## src/hw/rtl/tcpq_pkg.sv

```systemverilog
// ----------------------------------------------------------------------------
// tcpq_pkg: shared types and codes for the two-class priority queue
// Action and status codes, data widths and the control bundle that the top
// level broadcasts to every cell of the queue.
// ----------------------------------------------------------------------------
package tcpq_pkg;

	localparam int VALUE_W  = 32;
	localparam int ACTION_W = 2;
	localparam int STATUS_W = 2;

	localparam logic [ACTION_W-1:0] ACT_APPEND   = 2'd0;
	localparam logic [ACTION_W-1:0] ACT_PRIORITY = 2'd1;
	localparam logic [ACTION_W-1:0] ACT_REMOVE   = 2'd2;

	localparam logic [STATUS_W-1:0] ST_OK    = 2'd0;
	localparam logic [STATUS_W-1:0] ST_EMPTY = 2'd1;
	localparam logic [STATUS_W-1:0] ST_FULL  = 2'd2;

	// Broadcast to every cell in the cycle an item is accepted.
	typedef struct packed {
		logic                      ins_en;     // insert that fits
		logic                      rem_en;     // remove from a non-empty queue
		logic                      tail_mode;  // insert position is the tail
		logic signed [VALUE_W-1:0] value;
		logic signed [VALUE_W-1:0] threshold;
	} tcpq_ctrl_t;

endpackage

```

## src/hw/rtl/tcpq_cell.sv

```systemverilog
// ----------------------------------------------------------------------------
// tcpq_cell: one storage cell of the queue
// Holds one entry, extends the leading run toward its right neighbor and
// shifts in from the left on insert or from the right on remove.
// ----------------------------------------------------------------------------
module tcpq_cell
	import tcpq_pkg::*;
(
	input  logic                      clk,
	input  tcpq_ctrl_t                ctrl,
	input  logic                      valid,
	input  logic                      run_in,
	input  logic signed [VALUE_W-1:0] left_data,
	input  logic signed [VALUE_W-1:0] right_data,
	output logic                      run_out,
	output logic signed [VALUE_W-1:0] entry
);

	logic signed [VALUE_W-1:0] entry_q;
	logic                      keep_run;

	// A cell stays in the run ahead of the insert point when it is valid and,
	// for a priority insert, its own entry is above the threshold.
	assign keep_run = valid & (ctrl.tail_mode | (entry_q > ctrl.threshold));
	assign run_out  = run_in & keep_run;
	assign entry    = entry_q;

	always_ff @(posedge clk) begin
		if (ctrl.ins_en) begin
			if (run_in && !keep_run) begin
				entry_q <= ctrl.value;
			end else if (!run_in) begin
				entry_q <= left_data;
			end
		end else if (ctrl.rem_en) begin
			entry_q <= right_data;
		end
	end

endmodule

```

## src/hw/rtl/two_class_priority_queue_unit.sv

```systemverilog
// ----------------------------------------------------------------------------
// two_class_priority_queue_unit: ordered queue with priority insert
// Top level: decodes actions, keeps the entry count and registers results.
// ----------------------------------------------------------------------------
// The unit takes one item in every clock cycle: busy is always low, so an
// item is accepted at any edge where start is high. In the next cycle
// the result appears on removed_value, status and occupancy with done high
// for that single cycle; the receiver cannot stall it, so it must capture
// the result then. The cycle time is set by the run signal that ripples
// through the row of DEPTH cells to find the insert point, plus one signed
// 32-bit compare in each cell. The threshold may only be written while no
// item is in flight.
module two_class_priority_queue_unit
	import tcpq_pkg::*;
#(
	parameter int DEPTH = 16
) (
	input  logic                          clk,
	input  logic                          arst_n,
	input  logic                          start,
	output logic                          busy,
	input  logic [ACTION_W-1:0]           action,
	input  logic signed [VALUE_W-1:0]     value,
	input  logic                          threshold_we,
	input  logic signed [VALUE_W-1:0]     threshold_wdata,
	output logic                          done,
	output logic signed [VALUE_W-1:0]     removed_value,
	output logic [STATUS_W-1:0]           status,
	output logic [$clog2(DEPTH+1)-1:0]    occupancy
);

	localparam int CNT_W = $clog2(DEPTH + 1);

	logic signed [VALUE_W-1:0] threshold_q;
	logic [CNT_W-1:0]          count_q;
	logic                      done_q;
	logic signed [VALUE_W-1:0] removed_q;
	logic [STATUS_W-1:0]       status_q;
	logic [CNT_W-1:0]          occupancy_q;

	logic                      is_insert;
	logic                      is_remove;
	logic                      full;
	logic                      empty;
	logic [CNT_W-1:0]          count_next;
	tcpq_ctrl_t                ctrl;

	logic signed [VALUE_W-1:0] entry_data [DEPTH];
	logic [DEPTH:0]            run;

	// The unit never holds off start.
	assign busy = 1'b0;

	assign is_insert = start & ((action == ACT_APPEND) | (action == ACT_PRIORITY));
	assign is_remove = start & (action == ACT_REMOVE);
	assign full      = (count_q == CNT_W'(DEPTH));
	assign empty     = (count_q == '0);

	// A plain append, or a priority insert of a value that is not above the
	// threshold, goes to the tail: the run then covers every valid cell.
	always_comb begin
		ctrl.ins_en    = is_insert & ~full;
		ctrl.rem_en    = is_remove & ~empty;
		ctrl.tail_mode = (action != ACT_PRIORITY) | ~(value > threshold_q);
		ctrl.value     = value;
		ctrl.threshold = threshold_q;
	end

	always_comb begin
		count_next = count_q;
		if (ctrl.ins_en) begin
			count_next = count_q + CNT_W'(1);
		end else if (ctrl.rem_en) begin
			count_next = count_q - CNT_W'(1);
		end
	end

	// The run starts at the head and stops at the first cell that is either
	// beyond the count or, for a priority insert, not above the threshold.
	assign run[0] = 1'b1;

	for (genvar i = 0; i < DEPTH; i++) begin : g_cell
		logic                      cell_valid;
		logic signed [VALUE_W-1:0] left_d;
		logic signed [VALUE_W-1:0] right_d;

		assign cell_valid = (CNT_W'(i) < count_q);

		if (i == 0) begin : g_head
			assign left_d = value;
		end else begin : g_mid
			assign left_d = entry_data[i-1];
		end

		if (i == DEPTH - 1) begin : g_tail
			assign right_d = entry_data[i];
		end else begin : g_body
			assign right_d = entry_data[i+1];
		end

		tcpq_cell u_cell (
			.clk        (clk),
			.ctrl       (ctrl),
			.valid      (cell_valid),
			.run_in     (run[i]),
			.left_data  (left_d),
			.right_data (right_d),
			.run_out    (run[i+1]),
			.entry      (entry_data[i])
		);
	end

	always_ff @(posedge clk or negedge arst_n) begin
		if (!arst_n) begin
			threshold_q <= VALUE_W'(59);
		end else if (threshold_we) begin
			threshold_q <= threshold_wdata;
		end
	end

	always_ff @(posedge clk or negedge arst_n) begin
		if (!arst_n) begin
			count_q <= '0;
			done_q  <= 1'b0;
		end else begin
			count_q <= count_next;
			done_q  <= start;
		end
	end

	// Result fields are payload and need no reset; done qualifies them.
	always_ff @(posedge clk) begin
		removed_q   <= ctrl.rem_en ? entry_data[0] : '0;
		occupancy_q <= count_next;
		if (is_insert && full) begin
			status_q <= ST_FULL;
		end else if (is_remove && empty) begin
			status_q <= ST_EMPTY;
		end else begin
			status_q <= ST_OK;
		end
	end

	assign done          = done_q;
	assign removed_value = removed_q;
	assign status        = status_q;
	assign occupancy     = occupancy_q;

endmodule

```

## config.mk

```make
export PLATFORM = sky130hd
export DESIGN_NAME = two_class_priority_queue_unit
export DESIGN_NICKNAME = d
export VERILOG_FILES = /design/src/hw/rtl/tcpq_pkg.sv /design/src/hw/rtl/tcpq_cell.sv /design/src/hw/rtl/two_class_priority_queue_unit.sv
export SDC_FILE = /design/constraint.sdc
export NUM_CORES = 2
export LEC_CHECK = 0
export BUFFER_PORTS_ARGS = -buffer_cell sky130_fd_sc_hd__buf_2
export CORE_MARGIN = 4
export CORE_UTILIZATION = 65
export DETAILED_ROUTE_END_ITERATION = 16
export PLACE_DENSITY = 0.82
export SYNTH_ARGS = -nofsm -noshare
export SYNTH_HDL_FRONTEND = slang
export SYNTH_HIERARCHICAL = 1
export SYNTH_SLANG_ARGS = --single-unit
```

## constraint.sdc

```tcl
create_clock -name clk -period 8.1 [get_ports clk]
set_clock_uncertainty 0.05 [all_clocks]
set_input_delay 0.405 -clock clk [delete_from_list [all_inputs] [get_ports clk]]
set_output_delay 0.405 -clock clk [all_outputs]
set_load 0.05 [all_outputs]
```

==> impl_metrics.ini <==
[die]
ioPinCount = 111
die_w_um = 272
core_area_mm2 = 0.0688
dieHeight_um = 272
die-area_mm2 = 0.0739
row_count = 96
start_util_pct = 65.7

[status]
status = completed

[worst_setup_path]
cp-startpoint = threshold_q[5]
cp_slowest_cell = dfstp_4
r2r_start = threshold_q[5]
worstPathArrival_ns = 7.94
cp_top_family = simple AND/OR/NAND/NOR gates
crit_fanout = 32
crit_top_cell = and2_1
crit_path_max_incr_delay_ns = 0.75
critPathKind = reg -> reg
critPathBufInv = 2
cp-end-kind = register
start_kind = register
required_ns = 8.49

[pwr]
seqPwrFrac_pct = 35.3
p_comb_share_pct = 39.6
ir_worst_vdd_mv = 0.289
powerDensity_mw_per_mm2 = 249
p_clk_share_pct = 25.1
p_int_uw = 6910
p_sw_share_pct = 42.9
finalPower_uw = 12100
p_sw_uw = 5200
leakage_uw = 0.0191

[finish]
final_util_pct = 70.8
multiInputGateArea_mm2 = 0.0248
layout_commonest_cell = nand3_1
layout_common_cells = nand3_1, inv_1, nor2_1
fillCellCount = 5303
diodes = 0
fin_nets = 5848
seq_area_mm2 = 0.0171
drive_above_1_share_pct = 7.72
syn_to_final_growth_pct = 7.74

[grt]
grt_usage_pct = 38.8
grt_pass1_vias = 41900
grt_pass1_wl_um = 230000
grt_max_degree = 246
antenna_found_initial = 0
overflow = 0

[drt]
firstDrtPassIters = 6
wl_per_cell_um = 23.8
drcViolationCount = 0
ant_nets = 0
vias = 43500
wirelength_um = 148000
vias_per_cell = 7.00
drt-initial-drc-count = 6962

[logic_synthesis]
synth_cells = 5272
syn_area_mm2 = 0.0452
syn_avg_cell_area_um2 = 8.58
ys.warnings.count = 6

[run]
cap_violations = 0

[cts]
clock_latency_ns = 0.62
cts_tree = yes
htree_levels = 3
clock-sinks = 589
postCtsSetupBuffers = 0
cts_buffers = 68
path_clk_slew_ns = 0.06
root_buffer = clkbuf_16
cts_buffer_depth = 3

[timing]
hold_viol_final = 0
rsz0062_at_grt = false
setup_viol = 0
fin_crit_sh_pct = 93.2
fmax_mhz = 132
finalCriticalPeriod_ns = 7.55
slew_headroom_pct = 5.22
tightest_slew_ns = 1.42
slew_viol_final = 0
finalSetupTns_ns = 0

[placed_design]
hpwlAfterDp_um = 108000
port_buffers = 109
gp_congestion = 0.987

[hold_path]
hp-class = in -> reg
worstHoldStart = threshold_wdata[6]
-- metrics by stage --
stage | hold slack (ns) | worst slack (ns) | instance area [um2] | instances
3_5_place_dp | 0.451 | 0.397 | 46500 | 6082
2_1_floorplan | 0.0594 | 0.766 | 45200 | 5275
5_1_grt | 0.0322 | 0.0479 | 48700 | 6215
4_1_cts | 0.00188 | 0.354 | 48700 | 6215
6_report | 0.0240 | 0.548 | 48700 | 6215
3_3_place_gp | 0.451 | 0.708 | 46500 | 6082
-- power by group through the flow --
stage               logic [uW]  clock network [uW]  registers, uW
floorplan                 3290                   0           4230
global placement          4360                   0           4320
detailed placement        4550                   0           4320
CTS                       4590                3030           4260
global route              5200                3150           4310
finish                    4800                3040           4280
-- timing repair --
| action | CTS | global route |
|---|---|---|
| hold buffers | 10 | 0 |
| gates resized for setup | 0 | 6 |
| setup endpoints to repair | 0 | 99 |
| endpoints found under the hold margin | 42 | 0 |
-- worst register-to-register path, delay by kind of cell (launching register included) --
| family | cells | cell delay (ns) |
|---|---|---|
| DFF | 1 | 0.75 |
| AOI/OAI and AO/OA | 6 | 1.47 |
| adders and majority gates | 1 | 0.29 |
| buffers and inverters | 2 | 0.37 |
| and+or+nand+nor | 19 | 4.43 |
-- layout make-up --
type                    count  area share [%]
clock buffers              90            3.89
multi-input cells        3784            50.8
flip-flops and latches    589            35.1
well taps                 931            2.39
inverters                 566            4.36
repair buffers            222            3.00
clock inverters            33           0.442
-- path summary, 6_finish.rpt --
| check | to | slack, ns | cells past startpoint |
|---|---|---|---|
| max in group asynchronous | threshold_q[15] | 6.79 | 2 |
| hold reg to reg | removed_value[12] | 0.47 | 1 |
| setup / recovery | g_cell[15].u_cell/entry[7] | 0.55 | 28 |
| setup reg to reg | g_cell[15].u_cell/entry[7] | 0.55 | 28 |
| hold / removal | threshold_q[6] | 0.02 | 3 |
| min in group asynchronous | threshold_q[6] | 0.46 | 2 |
-- state kept, by name, summed over array words and instances, names as in the netlist --
name,count
occupancy,5
g_cell.u_cell/entry,512
done,1
threshold_q,32
removed_value,32
count_q,5
status,2
-- layer usage --
metal | vias up | track usage (%) | wire length [um]
li1 | 19300 | - | -
met3 | 649 | 7.60 | 18500
met5 | - | 0 | 0
met4 | 0 | 22.1 | 10100
met1 | 20300 | 51.2 | 54600
met2 | 3274 | 60.1 | 64900
No activity file was read; power rests on OpenSTA's default activity.
